==> src/rtl/assert_macros.svh <==
// Assertion helper macros used by sdes_encrypt_key_check_core.
// No dependencies; each file that asserts includes this header.
`ifndef ASSERT_MACROS_SVH
`define ASSERT_MACROS_SVH

// Same-cycle implication, disabled while reset is asserted.
`define SDES_ASSERT_NOW(lbl, clk, rst_n, ante, cons) \
    lbl: assert property (@(posedge clk) disable iff (!(rst_n)) (ante) |-> (cons)) \
        else $error("sdes assertion failed");

// Next-cycle implication, disabled while reset is asserted.
`define SDES_ASSERT_NEXT(lbl, clk, rst_n, ante, cons) \
    lbl: assert property (@(posedge clk) disable iff (!(rst_n)) (ante) |=> (cons)) \
        else $error("sdes assertion failed");

`endif

==> src/rtl/sdes_pkg.sv <==
// S-DES key check package: field widths, stream packing and cipher tables.
// No dependencies; used by sdes_cipher and sdes_encrypt_key_check_core.
package sdes_pkg;

    localparam int unsigned BLK_W     = 8;
    localparam int unsigned KEY_W     = 10;
    localparam int unsigned IN_DATA_W = 32;   // 26 field bits, padded to whole bytes
    localparam int unsigned OUT_DATA_W = 24;  // 19 field bits, padded to whole bytes

    typedef logic [BLK_W-1:0] t_blk;
    typedef logic [KEY_W-1:0] t_key;
    typedef logic [1:0]       t_sbox [4][4];

    // Key tables number bits from the key LSB (entry n means bit n-1).
    localparam logic [3:0] C_KP10 [10] = '{4'd3, 4'd5, 4'd2, 4'd7, 4'd4,
                                           4'd10, 4'd1, 4'd9, 4'd8, 4'd6};
    localparam logic [3:0] C_KP8 [8]   = '{4'd6, 4'd3, 4'd7, 4'd4,
                                           4'd8, 4'd5, 4'd10, 4'd9};
    // Data tables number bits from the block MSB (entry 1 is the MSB).
    localparam logic [3:0] C_IP [8]    = '{4'd2, 4'd6, 4'd3, 4'd1,
                                           4'd4, 4'd8, 4'd5, 4'd7};
    localparam logic [3:0] C_FP [8]    = '{4'd4, 4'd1, 4'd3, 4'd5,
                                           4'd7, 4'd2, 4'd8, 4'd6};
    localparam logic [2:0] C_P4 [4]    = '{3'd2, 3'd4, 3'd3, 3'd1};

    localparam t_sbox C_SBOX_A = '{'{2'd1, 2'd0, 2'd3, 2'd2},
                                   '{2'd3, 2'd2, 2'd1, 2'd0},
                                   '{2'd0, 2'd2, 2'd1, 2'd3},
                                   '{2'd3, 2'd1, 2'd0, 2'd2}};
    // Modified second box.
    localparam t_sbox C_SBOX_B = '{'{2'd0, 2'd1, 2'd2, 2'd3},
                                   '{2'd2, 2'd3, 2'd1, 2'd0},
                                   '{2'd3, 2'd0, 2'd1, 2'd2},
                                   '{2'd2, 2'd1, 2'd0, 2'd3}};

endpackage

==> src/rtl/sdes_cipher.sv <==
// Two-round S-DES encryption of one block: key schedule, rounds, permutations.
// Depends on sdes_pkg for tables and types.
module sdes_cipher
    import sdes_pkg::*;
(
    input  t_blk i_plaintext,
    input  t_key i_key,
    output t_blk o_cipher
);

    // One Feistel round; vector index i is table position i of the block.
    function automatic t_blk f_round(input t_blk b, input logic [7:0] sk);
        logic [7:0] e;
        logic [1:0] va;
        logic [1:0] vb;
        logic [3:0] s;
        t_blk       r;
        e  = {b[4], b[7], b[6], b[5], b[6], b[5], b[4], b[7]} ^ sk;
        va = C_SBOX_A[{e[0], e[3]}][{e[1], e[2]}];
        vb = C_SBOX_B[{e[4], e[7]}][{e[5], e[6]}];
        s  = {vb[0], vb[1], va[0], va[1]};
        r  = b;
        for (int i = 0; i < 4; i++) begin
            r[i] = b[i] ^ s[2'(C_P4[i] - 3'd1)];
        end
        return r;
    endfunction

    logic [9:0] w_pk;
    logic [4:0] w_hi1, w_lo1, w_hi2, w_lo2;
    logic [9:0] w_join1, w_join2;
    logic [7:0] w_sk1, w_sk2;
    t_blk       w_ip, w_r1, w_sw, w_r2;

    always_comb begin
        for (int i = 0; i < 10; i++) begin
            w_pk[i] = i_key[4'(C_KP10[i] - 4'd1)];
        end
        // rotate each half right by one, then by two more
        w_hi1   = {w_pk[5], w_pk[9:6]};
        w_lo1   = {w_pk[0], w_pk[4:1]};
        w_hi2   = {w_hi1[1:0], w_hi1[4:2]};
        w_lo2   = {w_lo1[1:0], w_lo1[4:2]};
        w_join1 = {w_hi1, w_lo1};
        w_join2 = {w_hi2, w_lo2};
        for (int i = 0; i < 8; i++) begin
            w_sk1[i] = w_join1[4'(C_KP8[i] - 4'd1)];
            w_sk2[i] = w_join2[4'(C_KP8[i] - 4'd1)];
        end

        for (int i = 0; i < 8; i++) begin
            w_ip[i] = i_plaintext[3'(4'd8 - C_IP[i])];
        end
        w_r1 = f_round(w_ip, w_sk1);
        w_sw = {w_r1[3:0], w_r1[7:4]};
        w_r2 = f_round(w_sw, w_sk2);
        for (int i = 0; i < 8; i++) begin
            o_cipher[7-i] = w_r2[3'(C_FP[i] - 4'd1)];
        end
    end

endmodule

==> src/rtl/sdes_encrypt_key_check_core.sv <==
// S-DES key check top level: input register, cipher logic, result register.
// Depends on sdes_pkg, sdes_cipher and assert_macros.svh.
//
//  channel  | dir | tdata fields (low bit up)
//  s_axis   | in  | plaintext[7:0], expected_cipher[15:8], candidate_key[25:16], zero pad
//  m_axis   | out | cipher_out[7:0], key_match[8], key_echo[18:9], zero pad
//
// One item per cycle sustained while m_axis is not stalled; an accepted item is registered
// in the input stage, then in the result stage, which drives m_axis_tvalid.
// The cipher is one pass of logic between the input and result registers.
// Reset (synchronous, active low) empties both stages; no other state exists.
// A stalled result holds in place; the input register still fills behind it,
// and s_axis_tready drops only when both stages are full and m_axis is stalled.
`include "assert_macros.svh"

module sdes_encrypt_key_check_core
    import sdes_pkg::*;
(
    input  logic                  i_clk,
    input  logic                  i_rst_n,
    input  logic                  s_axis_tvalid,
    output logic                  s_axis_tready,
    input  logic [IN_DATA_W-1:0]  s_axis_tdata,   // plaintext, expected_cipher, candidate_key
    output logic                  m_axis_tvalid,
    input  logic                  m_axis_tready,
    output logic [OUT_DATA_W-1:0] m_axis_tdata    // cipher_out, key_match, key_echo
);

    logic r_in_valid;
    t_blk r_in_plaintext;
    t_blk r_in_expected;
    t_key r_in_key;

    logic r_out_valid;
    t_blk r_out_cipher;
    logic r_out_match;
    t_key r_out_key;

    t_blk n_out_cipher;
    logic n_out_match;
    logic w_out_free;
    logic w_in_free;

    assign w_out_free    = !r_out_valid || m_axis_tready;
    assign w_in_free     = !r_in_valid || w_out_free;
    assign s_axis_tready = w_in_free;

    sdes_cipher u_cipher (
        .i_plaintext (r_in_plaintext),
        .i_key       (r_in_key),
        .o_cipher    (n_out_cipher)
    );

    assign n_out_match = (n_out_cipher == r_in_expected);

    always_ff @(posedge i_clk) begin
        if (!i_rst_n) begin
            r_in_valid  <= 1'b0;
            r_out_valid <= 1'b0;
        end else begin
            if (w_in_free) begin
                r_in_valid <= s_axis_tvalid;
            end
            if (w_out_free) begin
                r_out_valid <= r_in_valid;
            end
        end
    end

    always_ff @(posedge i_clk) begin
        if (s_axis_tvalid && w_in_free) begin
            r_in_plaintext <= s_axis_tdata[7:0];
            r_in_expected  <= s_axis_tdata[15:8];
            r_in_key       <= s_axis_tdata[25:16];
        end
        if (r_in_valid && w_out_free) begin
            r_out_cipher <= n_out_cipher;
            r_out_match  <= n_out_match;
            r_out_key    <= r_in_key;
        end
    end

    assign m_axis_tvalid = r_out_valid;
    assign m_axis_tdata  = {5'd0, r_out_key, r_out_match, r_out_cipher};

    // accepted item lands in the input stage
    `SDES_ASSERT_NEXT(a_accept_fills, i_clk, i_rst_n,
        s_axis_tvalid && s_axis_tready, r_in_valid)
    // a held item is never dropped while the result side is stalled
    `SDES_ASSERT_NEXT(a_in_holds, i_clk, i_rst_n,
        r_in_valid && !w_out_free, r_in_valid && $stable(r_in_key))
    // key echo follows the item that advanced
    `SDES_ASSERT_NEXT(a_key_carried, i_clk, i_rst_n,
        r_in_valid && w_out_free, r_out_valid && r_out_key == $past(r_in_key))
    // both stages full and stalled means no room upstream
    `SDES_ASSERT_NOW(a_full_backpressure, i_clk, i_rst_n,
        r_in_valid && r_out_valid && !m_axis_tready, !s_axis_tready)

endmodule
==> config.mk <==
export PLATFORM = sky130hd
export DESIGN_NAME = sdes_encrypt_key_check_core
export DESIGN_NICKNAME = d
export VERILOG_FILES = /design/src/rtl/sdes_pkg.sv /design/src/rtl/sdes_cipher.sv /design/src/rtl/sdes_encrypt_key_check_core.sv
export VERILOG_INCLUDE_DIRS = /design/src /design/src/rtl
export SDC_FILE = /design/constraint.sdc
export NUM_CORES = 1
export LEC_CHECK = 0
export ABC_AREA = 1
export ABC_CLOCK_PERIOD_IN_PS = 2650
export BUFFER_PORTS_ARGS = -buffer_cell sky130_fd_sc_hd__buf_2
export CAP_MARGIN = 20
export CORE_ASPECT_RATIO = 0.9
export CORE_UTILIZATION = 40
export DETAILED_ROUTE_END_ITERATION = 10
export PLACE_DENSITY = 0.64
export SLEW_MARGIN = 20
export SYNTH_ARGS = -nofsm -noshare
export SYNTH_HDL_FRONTEND = slang
export SYNTH_SLANG_ARGS = --single-unit
==> constraint.sdc <==
create_clock -name i_clk -period 2.65 [get_ports i_clk]
set_input_delay 0.265 -clock i_clk [delete_from_list [all_inputs] [get_ports i_clk]]
set_output_delay 0.265 -clock i_clk [all_outputs]
set_load 0.01 [all_outputs]
# Word-level counts from Yosys, hierarchy flattened
# Cells that the tools add are included.
# op_classes
n_lt_le_gt_ge,8
n_shift,0
muxes,24
div,0
addsub,0
bitwise,18
reduce_logical,6
n_eq_ne,1
n_mul,0
# op_table
operator,n
binary-select mux 8 bit (select 2 bit),4
two-way mux 8 bit,8
greater-or-equal comparator 3 bit (second input constant),8
inverter 2 -> 3 bit,8
binary-select mux 2 bit (select 2 bit),4
two-way mux 2 bit,8
bitwise XOR 8 bit,2
equality test 8 bit,1
bitwise XOR 1 bit,8
logical AND 1 bit,2
zero test 1 bit,2
logical OR 1 bit,2
# totals
memories,0
mem_bits_rw,0
register_bits,47
latchBits,0
romBits,0
in_bits,36

# Longest topological paths before layout
# depth
ltp_word,19
ltp_mapped,21
mapped_depth_nobuf,21

# Cells and area by module
# From an unflattened synthesis, not the netlist that was laid out.
# hier_totals
cells_unflattened,276
area_unflattened_um2,2542.4
# modules_own_cells
mod,area_each_um2,n_inst,cells_per_inst,seq_area_each_um2
sdes_encrypt_key_check_core,1647.8,1,108,1391.3
sdes_cipher,894.6,1,168,0.0

# Worst setup path before layout
# Ideal clock, no wire load.
# synth_path
path_type,reg2reg
start,register r_in_key[0]
end,"register r_out_match, data pin"
slack_ns,0.665
period_less_slack_ns,1.985
path_stages_with_launch,18
arrival_time_ns,1.735
t_required_ns,2.399
path_buffers,0
path_cell_list,edfxtp_1 > inv_2 > nand2_1 > nand2_1 > nand4_1 > nand2_1 > nand2_2 > nand2_4 > nand2_2 > nand2_4 > inv_2 > nand2_2 > nand3_1 > and2_4 > nor2_1 > nor2_1 > nand2_1 > nor2_2
# synth_between
elab_chain_len,19
# synth_lines
item,line,rtl
start: declaration,sdes_encrypt_key_check_core.sv:32,t_key r_in_key;
start signal: assignment,sdes_encrypt_key_check_core.sv:74,r_in_key <= s_axis_tdata[25:16];
bitwise XOR 8 bit (*),sdes_cipher.sv:18,"e = {b[4], b[7], b[6], b[5], b[6], b[5], b[4], b[7]} ^ sk;"
inverter 2 -> 3 bit (not written as such) (*),sdes_cipher.sv:19,"va = C_SBOX_A[{e[0], e[3]}][{e[1], e[2]}];"
binary-select mux 8 bit (select 2 bit) (*),sdes_cipher.sv:19,
two-way mux 8 bit (not written as such) (*) (2 in a row),sdes_cipher.sv:19,
binary-select mux 2 bit (select 2 bit) (*),sdes_cipher.sv:19,
two-way mux 2 bit (not written as such) (*) (2 in a row),sdes_cipher.sv:19,
bitwise XOR 1 bit,sdes_cipher.sv:24,r[i] = b[i] ^ s[2'(C_P4[i] - 3'd1)];
bitwise XOR 8 bit (*),sdes_cipher.sv:18,
inverter 2 -> 3 bit (not written as such),sdes_cipher.sv:19,
binary-select mux 8 bit (select 2 bit),sdes_cipher.sv:19,
two-way mux 8 bit (not written as such) (2 in a row),sdes_cipher.sv:19,
binary-select mux 2 bit (select 2 bit) (*),sdes_cipher.sv:19,
two-way mux 2 bit (not written as such) (*) (2 in a row),sdes_cipher.sv:19,
bitwise XOR 1 bit (*),sdes_cipher.sv:24,
named net n_out_cipher[6],sdes_encrypt_key_check_core.sv:39,t_blk n_out_cipher;
equality test 8 bit (*),sdes_encrypt_key_check_core.sv:54,assign n_out_match = (n_out_cipher == r_in_expected);
named net n_out_match,sdes_encrypt_key_check_core.sv:40,logic n_out_match;
end signal: assignment,sdes_encrypt_key_check_core.sv:78,r_out_match <= n_out_match;
end: declaration,sdes_encrypt_key_check_core.sv:36,logic r_out_match;
# The timed path passes the listed nets; every way through them passes the cells marked *. The select of a mux whose other input is x is not followed.
# A chain may end at the register's enable or synchronous reset.

# Final worst setup path
# layout_path
start,register r_in_plaintext[0]
end,"register r_out_match, data pin"
# layout_between
elab_chain_len,19
# layout_lines
item,line,rtl
start: declaration,sdes_encrypt_key_check_core.sv:30,t_blk r_in_plaintext;
start signal: assignment,sdes_encrypt_key_check_core.sv:72,r_in_plaintext <= s_axis_tdata[7:0];
bitwise XOR 8 bit,sdes_cipher.sv:18,
inverter 2 -> 3 bit (not written as such),sdes_cipher.sv:20,"vb = C_SBOX_B[{e[4], e[7]}][{e[5], e[6]}];"
binary-select mux 8 bit (select 2 bit),sdes_cipher.sv:20,
two-way mux 8 bit (not written as such) (2 in a row),sdes_cipher.sv:20,
binary-select mux 2 bit (select 2 bit),sdes_cipher.sv:20,
two-way mux 2 bit (not written as such) (2 in a row),sdes_cipher.sv:20,
bitwise XOR 1 bit,sdes_cipher.sv:24,
bitwise XOR 8 bit,sdes_cipher.sv:18,
"inverter 2 -> 3 bit, on equally long branches","sdes_cipher.sv:20, sdes_cipher.sv:19",
"binary-select mux 8 bit (select 2 bit), on equally long branches","sdes_cipher.sv:20, sdes_cipher.sv:19",
"two-way mux 8 bit, on equally long branches (2 in a row)","sdes_cipher.sv:20, sdes_cipher.sv:19",
"binary-select mux 2 bit (select 2 bit), on equally long branches","sdes_cipher.sv:20, sdes_cipher.sv:19",
"two-way mux 2 bit, on equally long branches (2 in a row)","sdes_cipher.sv:20, sdes_cipher.sv:19",
bitwise XOR 1 bit,sdes_cipher.sv:24,
equality test 8 bit (*),sdes_encrypt_key_check_core.sv:54,
named net n_out_match,sdes_encrypt_key_check_core.sv:40,
# Marked as above.

==> flow_metrics.env <==
export IMPL_timing_hold_ws_ns=0.131
export IMPL_die_area_um2=6430
export IMPL_global_route_usage_met1_pct=19.1
export IMPL_synthArstFlopShare_pct=0
export IMPL_crit_buf_inv=2
export IMPL_end_kind="flip-flop"
export IMPL_synth_fa_ha_area_share_pct=0
export IMPL_nets=348
export IMPL_cts_buffer_depth=2
export IMPL_firstDrtPassIters=7
export IMPL_synth_most_common_cell="nand2_1"
export IMPL_utilization_pct=50.0
export IMPL_synth_xor_area_share_pct=2.81
export IMPL_maxCapViolations=0
export IMPL_io_pins=62
export IMPL_cts_buffers=5
export IMPL_htreeDepth=2
export IMPL_cp_slowest_cell="edfxtp_1"
export IMPL_tritoncts="done"
export IMPL_postCtsSetupRepairBufs=0
export IMPL_track_usage_pct=14.9
export IMPL_antenna_left=0
export IMPL_gp_congestion=0.834
export IMPL_synth_cell_types=22
export IMPL_clk_pin_slew_ns=0.08
export IMPL_grt_max_degree=18
export IMPL_cp_required_ns=2.82
export IMPL_slew_viol_final=0
export IMPL_std_cell_rows=26
export IMPL_yosysWarnings=0
export IMPL_fin_tns_setup_ns=0
export IMPL_seq_area_frac_synth_pct=56.9
export IMPL_netlist_instances=256
export IMPL_start_util_pct=42.2
export IMPL_ys_top_cells_by_count="81 x nand2_1, 45 x edfxtp_1, 34 x nand3_1"
export IMPL_cts_root_buf="clkbuf_8"
export IMPL_syn_to_final_growth_pct=18.5
export IMPL_worstPathCellList="inv_1, nand2_1, nand2_1, inv_1, nand2_1, nand2_1, nand2_2, nand2_4, nand2_1, nand2_1, nand2_1, nand3_1, nand3_1, nand2_1, nor2_1, nand2_1, nor2_1, nand2_1, nor2_2"
export IMPL_cp_common_cell="nand2_1"
export IMPL_fin_worst_skew_ns=0.00609
export IMPL_fp_coreArea_um2=5790
export IMPL_leakage_nw=1.37
export IMPL_portBuffers=50
export IMPL_vias=1798
export IMPL_layout_drive_gt1_share_pct=32.9
export IMPL_start_kind="flip-flop"
export IMPL_synthTopCellsByArea="edfxtp_1 55%, nand2_1 12%, nand3_1 7.0%"
export IMPL_synth_compound_area_share_pct=1.02
export IMPL_setup_viol=0
export IMPL_synth_edf_count=45
export IMPL_grt_first_pass_wirelength_mm=7.27
export IMPL_relSlewSlack_pct=66.5
export IMPL_ys_ff_latch=47
export IMPL_timing_fmax_ghz=0.434
export IMPL_min_period_over_period_pct=86.9
export IMPL_ys_flop_type="edfxtp_1"
export IMPL_finalWirelength_mm=4.40
export IMPL_wire_per_inst_um=11.5
export IMPL_insertion_delay_ns=0.30
export IMPL_antenna_found_initial=0
export IMPL_die_h_um=76.2
export IMPL_path_delay_family="simple AND/OR/NAND/NOR gates"
export IMPL_outcome="complete, but fails checks"
export IMPL_rsz0062_at_grt="no"
export IMPL_drc_errors=2
export IMPL_antenna_cells=0
export IMPL_syn_area_um2=2440
export IMPL_final_min_clock_period_ns=2.30
export IMPL_violations="design-rule violations"
export IMPL_worstMarginPinSlew_ns=0.502
export IMPL_yosysTopAreaCellShare_pct=55.3
export IMPL_crit_arrival_ns=2.47
export IMPL_power_mw=1.88
export IMPL_dr_first_iter_drc_count=58
export IMPL_cts_hold_buf=0
export IMPL_hold_viol=0
export IMPL_use_met3_pct=3.47
export IMPL_grt_busiest_layer="met2"
export IMPL_power_density_nw_per_um2=649
export IMPL_grt_overflow_total=0
export IMPL_avgSynthCellArea_um2=9.55
export IMPL_met2_usage_pct=24.2
export IMPL_numClockSinks=47
export IMPL_grt_pass1_vias=1640
export IMPL_irDropWorstVdd_uv=306
export IMPL_cpPeakStageDelay_ns=0.46
export IMPL_hp_class="in -> reg"
export IMPL_die_w_um=84.4
export IMPL_dpl_hpwl_mm=3.43
export IMPL_yosys_area_top_type="edfxtp_1"
export IMPL_synthMuxAreaShare_pct=0
export IMPL_synth_simple_area_share_pct=31.9
export IMPL_synth_top_family_by_area="simple AND/OR/NAND/NOR gates"
export IMPL_cts_repair_resized=0
export IMPL_critPathKind="reg -> reg"
export IMPL_vias_per_cell=4.69
export IMPL_path_max_fanout=5
layout make-up:
class,count,area [um^2]
sequential,47,1390
tap,70,87.6
multi-input combinational,173,896
clock inverter,2,60.1
timing repair buffer,52,265
fill,563,2890
clock buffer,6,72.6
inverter,33,124
where the power goes:
part | internal, mW | switching [mW] | total [mW]
combinational | 0.138 | 0.234 | 0.372
clock | 0.377 | 0.231 | 0.607
sequential | 0.871 | 0.0275 | 0.899
total | 1.39 | 0.492 | 1.88
metal layers:
layer / wire (um) / vias up
met5: 0 / -
met2: 2010 / 41
met3: 215 / 7
li1: - / 945
met4: 74 / 0
met1: 2100 / 805
stage by stage:
| stage | cell area [um^2] | setup slack, ns | instances |
|---|---|---|---|
| after global placement | 2760 | 0.399 | 375 |
| final | 2900 | 0.348 | 383 |
| after CTS | 2900 | 0.336 | 383 |
| after global routing | 2900 | 0.0967 | 383 |
| after floorplan | 2460 | 0.665 | 260 |
| after detailed placement | 2760 | 0.369 | 375 |
sequential cells by signal, indices dropped and copies added, names as in the netlist:
register / flops
r_in_plaintext: 8
r_in_expected: 8
r_in_key: 10
r_out_match: 1
r_out_cipher: 8
r_in_valid: 1
m_axis_tvalid: 1
r_out_key: 10
final timing paths:
kind                                                   from                          to  slack [ns]  cells after the start
worst max-delay path            r_in_plaintext[0]$_DFFE_PP_       r_out_match$_DFFE_PP_        0.35                     19
worst min-delay path                       s_axis_tdata[19]       r_in_key[3]$_DFFE_PP_        0.13                      1
worst max register to register  r_in_plaintext[0]$_DFFE_PP_       r_out_match$_DFFE_PP_        0.35                     19
worst min register to register      r_in_valid$_SDFFE_PN0N_  m_axis_tvalid$_SDFFE_PN0P_        0.49                      2
cell usage in the layout (no fill, tap or decap), types with 2 or more instances in the layout:
| cell | instances |
|---|---|
| a21oi_1 | 3 |
| buf_2 | 50 |
| buf_4 | 2 |
| bufinv_16 | 2 |
| clkbuf_8 | 5 |
| conb_1 | 5 |
| dfxtp_1 | 2 |
| edfxtp_1 | 45 |
| inv_1 | 24 |
| inv_2 | 9 |
| nand2_1 | 81 |
| nand2_2 | 18 |
| nand2_4 | 5 |
| nand3_1 | 34 |
| nand3_2 | 7 |
| nand4_1 | 3 |
| nor2_1 | 4 |
| xnor2_1 | 3 |
| xor2_1 | 3 |
cell families (layout without fill, tap and decap cells):
group | Yosys count | after routing
other | 1 | 5
and+or+nand+nor | 156 | 156
xor gates and xnor gates | 7 | 7
buffers and inverters | 40 | 93
DFF | 47 | 47
AOI/OAI and AO/OA | 5 | 5
(Power assumes the default switching activity.)
